### config.mk
export PLATFORM = sky130hd
export DESIGN_NAME = lptc_div_stage
export DESIGN_NICKNAME = d
export VERILOG_FILES = /design/src/hdl/lptc_pkg.sv /design/src/hdl/lptc_div_stage.sv
export SDC_FILE = /design/constraint.sdc
export NUM_CORES = 1
export LEC_CHECK = 0
export ABC_AREA = 1
export BUFFER_PORTS_ARGS = -buffer_cell sky130_fd_sc_hd__buf_2
export CAP_MARGIN = 20
export CORE_AREA = 2 2 455 457
export DETAILED_ROUTE_END_ITERATION = 6
export DIE_AREA = 0 0 457 459
export HOLD_SLACK_MARGIN = 0.08
export PLACE_DENSITY_LB_ADDON = 0.15
export SYNTH_ARGS = -nofsm -noshare
export SYNTH_HDL_FRONTEND = slang
export SYNTH_SLANG_ARGS = --single-unit
### constraint.sdc
create_clock -name i_clk -period 25.5 [get_ports i_clk]
set_input_delay 5.1 -clock i_clk [delete_from_list [all_inputs] [get_ports i_clk]]
set_output_delay 5.1 -clock i_clk [all_outputs]
set_load 0.05 [all_outputs]
### src/hdl/lptc_pkg.sv
// ----------------------------------------------------------------------------
// lptc_pkg
// Shared types and constants of the loop point to tensor coordinate generator.
// ----------------------------------------------------------------------------
package lptc_pkg;

    localparam int COORD_W    = 32;   // flattened coordinate
    localparam int BOUND_W    = 16;   // factorized bound / coordinate
    localparam int COEF_W     = 16;   // signed coefficient
    localparam int SLOTS      = 4;    // slots per flattened dim
    localparam int STEP_BITS  = 4;    // quotient bits per divider stage
    localparam int STEPS      = COORD_W / STEP_BITS;
    localparam int MAX_FLAT   = 4;
    localparam int MAX_FACT   = 8;
    localparam int MAX_SPACES = 3;
    localparam int MAX_SDIMS  = 4;
    localparam int MAX_TERMS  = 2;
    localparam int MAX_COEFFS = 4;
    localparam int OUT_W      = 34;
    localparam int PROD_W     = COEF_W + BOUND_W + 1;
    localparam int IDX_W      = 2;
    localparam int DIM_W      = 3;
    localparam int SEL_W      = 3;
    localparam int CFG_W      = 64;
    localparam int PROJ_W     = 56;
    localparam int ADDR_W     = 6;

    localparam logic [SEL_W-1:0] SEL_UNITY = 3'd4;

    // register indexes (paddr[5:3])
    localparam logic [2:0] REG_BOUNDS_LO = 3'd0;
    localparam logic [2:0] REG_BOUNDS_HI = 3'd1;
    localparam logic [2:0] REG_SLOT_MAP  = 3'd2;
    localparam logic [2:0] REG_COEFFS    = 3'd3;
    localparam logic [2:0] REG_PROJ_0    = 3'd4;
    localparam logic [2:0] REG_PROJ_1    = 3'd5;
    localparam logic [2:0] REG_PROJ_2    = 3'd6;

    localparam logic [CFG_W-1:0] BOUNDS_RESET = 64'h0001_0001_0001_0001;

    // one divider lane: running dividend/quotient, partial remainder, slot results
    typedef struct packed {
        logic [COORD_W-1:0]              n;
        logic [BOUND_W-1:0]              r;
        logic [SLOTS-1:0][BOUND_W-1:0]   rems;
    } t_lane;

    // decoded slot: used, effective bound (zero already mapped to one)
    typedef struct packed {
        logic               vld;
        logic [BOUND_W-1:0] bnd;
    } t_slot;

    // projection term, bit 6 valid, 5:3 coefficient select, 2:0 dim
    typedef struct packed {
        logic             vld;
        logic [SEL_W-1:0] sel;
        logic [DIM_W-1:0] dim;
    } t_term;

    typedef t_term [MAX_SDIMS-1:0][MAX_TERMS-1:0] t_proj;
    typedef logic [MAX_FACT-1:0][BOUND_W-1:0]     t_fact;
    typedef logic [MAX_COEFFS-1:0][COEF_W-1:0]    t_coefs;

endpackage

### src/hdl/lptc_div_stage.sv
// ----------------------------------------------------------------------------
// lptc_div_stage
// One registered stage of the mixed-radix divider: STEP_BITS restoring
// division steps of one slot, for every flattened lane in parallel.
// ----------------------------------------------------------------------------
module lptc_div_stage
    import lptc_pkg::*;
#(
    parameter int LANES = 4,
    parameter int SLOT  = 0,
    parameter int STEP  = 0
) (
    input  logic                                i_clk,
    input  logic                                i_rst_n,
    input  logic                                i_en,
    input  logic                                i_valid,
    input  t_lane [LANES-1:0]                   i_lane,
    input  t_slot [LANES-1:0][SLOTS-1:0]        i_slots,
    output logic                                o_valid,
    output t_lane [LANES-1:0]                   o_lane
);

    logic              r_valid;
    t_lane [LANES-1:0] r_lane;
    t_lane [LANES-1:0] n_lane;

    always_comb begin
        logic [COORD_W-1:0] num;
        logic [BOUND_W-1:0] rem;
        logic [BOUND_W:0]   trial;
        n_lane = i_lane;
        for (int f = 0; f < LANES; f++) begin
            num   = i_lane[f].n;
            rem   = (STEP == 0) ? '0 : i_lane[f].r;
            trial = '0;
            if (i_slots[f][SLOT].vld) begin
                for (int b = 0; b < STEP_BITS; b++) begin
                    trial = {rem, num[COORD_W-1]};
                    num   = {num[COORD_W-2:0], 1'b0};
                    if (trial >= {1'b0, i_slots[f][SLOT].bnd}) begin
                        trial  = trial - {1'b0, i_slots[f][SLOT].bnd};
                        num[0] = 1'b1;
                    end
                    rem = trial[BOUND_W-1:0];
                end
                n_lane[f].n = num;
                n_lane[f].r = rem;
                if (STEP == STEPS - 1) begin
                    n_lane[f].rems[SLOT] = rem;
                end
            end
        end
    end

    always_ff @(posedge i_clk) begin
        if (!i_rst_n) begin
            r_valid <= 1'b0;
        end else if (i_en) begin
            r_valid <= i_valid;
        end
    end

    always_ff @(posedge i_clk) begin
        if (i_en) begin
            r_lane <= n_lane;
        end
    end

    assign o_valid = r_valid;
    assign o_lane  = r_lane;

endmodule

# Word-level counts from Yosys, hierarchy flattened
# Cells that the tools add are included.
# classes
addsub	16
n_mux	48
magnitude_cmp	16
# ops
op	n
$mux W16	28
$ge A17 B16 Y1	12
$mux W48	4
$sub A16 B16 Y16	12
$ge A1 B16 Y1	4
$sub A1 B16 Y16	4
$mux W1	16
# word_totals
out_inout_bits	449
elab_cells	105
inputBits	724
regBits	449

# Depth between registers and ports, before layout
# depth
word_depth	12
ltp_mapped	54
ltp_nobuf	52

# Least setup slack after synthesis
# OpenSTA, ideal clock, no wires.
# synth_timing
kind	input to register
startpoint	input i_lane[335] (netlist name)
endpoint	register r_lane (netlist bit o_lane[292]) (data pin)
arrival_time_ns	11.957
t_required_ns	25.241
setup_slack_ns	13.284
setup_ns	0.259
n_path_buf	4
path_stages	47
cell_sequence	inv_1 > ha_1 > inv_1 > ha_1 > nand2_2 > nand2_2 > nand3_1 > clkbuf_1 > nor2_1 > ha_1 > nand2_1 > nor2_1 > inv_1 > nor3_1 > nand2_1 > o221ai_1 > or2_1 > nand2_4 > [11 not listed] > nand2_4 > inv_2 > buf_6 > nand2_1 > o21ai_0 > ha_1 > nand3_1 > nand2_1 > a21o_1 > a21oi_1 > o21ai_0 > nand4_1 > nand2_1 > a211oi_1 > nand3_4 > buf_4 > nand3_1 > nand3_1
# synth_lines
element	line	source
from (decl)	lptc_div_stage.sv:17	input t_lane [LANES-1:0] i_lane,
to (signal assigned)	lptc_div_stage.sv:65	r_lane <= n_lane;
to (decl)	lptc_div_stage.sv:24	t_lane [LANES-1:0] r_lane;

==> results.toml <==
[pwr]
vdd_drop_max_v = 0.0000497
p_seq_frac = 0.381
p_sw_uw = 814
power_density_nw_per_um2 = 62.8
p_leak_nw = 17.4
combPwrFrac = 0.219
clkPwrFrac = 0.400
p_int_mw = 1.57
switching_share = 0.342

[placement]
place.detailed.hpwl_um = 123000
pre_cts_ws_ps = 10270
portBuffers = 968
gp_congestion = 0.855
place_area_um2 = 35700

[cells_and_area]
final_core_util = 0.184
final_common_cell = "buf_2"
layout-drive-gt1-share = 0.280
nets = 4950
syn2layout_area_growth_pct = 36.8
design_area_um2 = 37900
final_cell_mix = "967 x buf_2, 712 x nand2_1, 448 x edfxtp_1"

[floorplan]
core-area_um2 = 206000
die-area_um2 = 210000
num_io_pins = 1173
fp.dieW_um = 457
fp.dieH_um = 459
rows = 167
start_util = 0.135

[timing]
finalHoldViolations = 0
maxSlewHeadroom = 0.380
rsz0062_at_grt = "no"
period_share = 0.572
max_freq_mhz = 68.6
tightest_slew_ps = 929
finalSetupTns_ps = 0
setup_ws_ps = 10920
drv_slew = 0
skew_ps = 0
min_period_ps = 14580
setup_viol = 0

[synth]
synth.distinct_cells = 53
async_flop_share = 0
ys_ff_latch = 449
synth_cells = 3038
ys.flop_type = "edfxtp_1"
seq_area_frac_synth = 0.487
synth_nets = 3970
yosysWarnings = 0
synth-edff-count = 448
netlist_area_um2 = 27700
avgSynthCellArea_um2 = 9.11

[setup_path]
critPathKind = "input port to flip-flop"
critPathArrivalTime_ps = 14990
cp_num_buf_inv = 4
cp-start-kind = "input port"
crit_fanout = 25
reg2reg_slack_ps = 24780
crit_family = "compound AO/OA/AOI/OAI gates"
crit_required_ps = 25910
critPathMaxStageDelay_ps = 830
critPathMostFrequentCell = "nand2_1"
critPathCaptureType = "flip-flop"
cpMaxStageDelayCell = "o21ai_0"

[global_routing]
grt_max_degree = 138
grt_pass1_vias = 25700
gr-total-overflow = 0
grt_util_all_layers = 0.135
grt_pass1_wl_um = 200000
antenna_found_initial = 61

[outcome]
status = "finished, final reports clean"

[job]
cap_violations = 0

[route]
drc = 0
dr.pass1.iters = 5
via_count = 25700
routed_wl_um = 147000
drt_iter0_drc = 1587
routedWlPerCell_um = 21.7
viasPerCell = 3.80
ant_nets = 0

[clocking]
clock_path_buffers = 3
cts_resized = 0
post-cts-setup-buffers = 0
cts_hold_buf = 0
cts_htree_levels = 3
cts_sinks = 449
clock_latency_ps = 660
clk_pin_slew_ps = 60
cts_buffers = 67
root_buffer = "clkbuf_16"
cts_tree = "done"

[hold_path]
hp-class = "flip-flop to flip-flop"
worst paths after layout:
path / startpoint / end / cells past startpoint
hold reg to reg: o_valid / o_valid / 2
hold / removal: o_valid / o_valid / 2
setup / recovery: i_slots[205] / o_lane[400] / 42
setup reg to reg: o_valid / o_valid / 2
power by group through the flow:
stage               registers, mW  logic, mW  clock network (mW)
floorplan                    1.13      0.111                   0
global placement            0.921      0.532                   0
detailed placement          0.920      0.529                   0
CTS                         0.907      0.531                1.01
global route                0.911      0.557                1.03
finish                      0.905      0.521               0.953
per-layer routing:
metal	GRT usage	up-vias	routed length (um)
li1	-	12500	-
met1	0.167	12100	63000
met2	0.225	946	68600
met3	0.0443	184	12300
met4	0.0321	10	2950
met5	0	-	57
synthesized netlist by cell type (16+ instances only):
| cell type | n | share of area |
|---|---|---|
| nor3_1 | 16 | 0.0029 |
| a21oi_1 | 177 | 0.032 |
| clkbuf_1 | 40 | 0.0054 |
| xnor2_1 | 69 | 0.022 |
| nand2_1 | 712 | 0.097 |
| nand3_1 | 228 | 0.041 |
| buf_2 | 17 | 0.0031 |
| o21ai_0 | 247 | 0.045 |
| nor2_1 | 206 | 0.028 |
| inv_1 | 321 | 0.044 |
| nor4_1 | 17 | 0.0038 |
| xor2_1 | 96 | 0.030 |
| nand4_1 | 36 | 0.0081 |
| edfxtp_1 | 448 | 0.49 |
| ha_1 | 196 | 0.089 |
| o21ai_1 | 30 | 0.0054 |
final cells by class:
type                            instances  area, um^2
Clock buffer                           88        1820
Antenna cell                            7        17.5
Fill cell                           23400      168000
Tap cell                             2704        3380
Clock inverter                         32         355
Timing Repair Buffer                  982        4970
Multi-Input combinational cell       2188       12600
Sequential cell                       449       13500
Inverter                              330        1240
cell families (layout without fill, tap and decap cells):
family          Yosys count  in the layout  share of synthesized area
fa+ha+maj               208            208                     0.0972
buf+inv                 401           1432                     0.0577
xor+xnor                165            165                     0.0522
simple gates           1277           1277                      0.201
flops                   449            449                      0.487
other cells               0              7                          0
compound gates          538            538                      0.105
flip-flops by register name, summed over array words and instances (netlist names):
register	count
o_lane	448
o_valid	1
worst reg2reg max path: cells and delay by family, from the launching register on:
family | cells | cell delay, ps
DFF | 1 | 340
AOI/OAI and AO/OA | 2 | 220
stage by stage:
| step | std cells | hold slack [ps] | total power, mW |
|---|---|---|---|
| finish | 6780 | 594 | 2.38 |
| global route | 6775 | 699 | 2.50 |
| CTS | 6773 | 614 | 2.45 |
| detailed placement | 6653 | 602 | 1.45 |
| global placement | 6653 | 596 | 1.45 |
| floorplan | 3038 | 753 | 1.24 |
(Power assumes the default switching activity.)
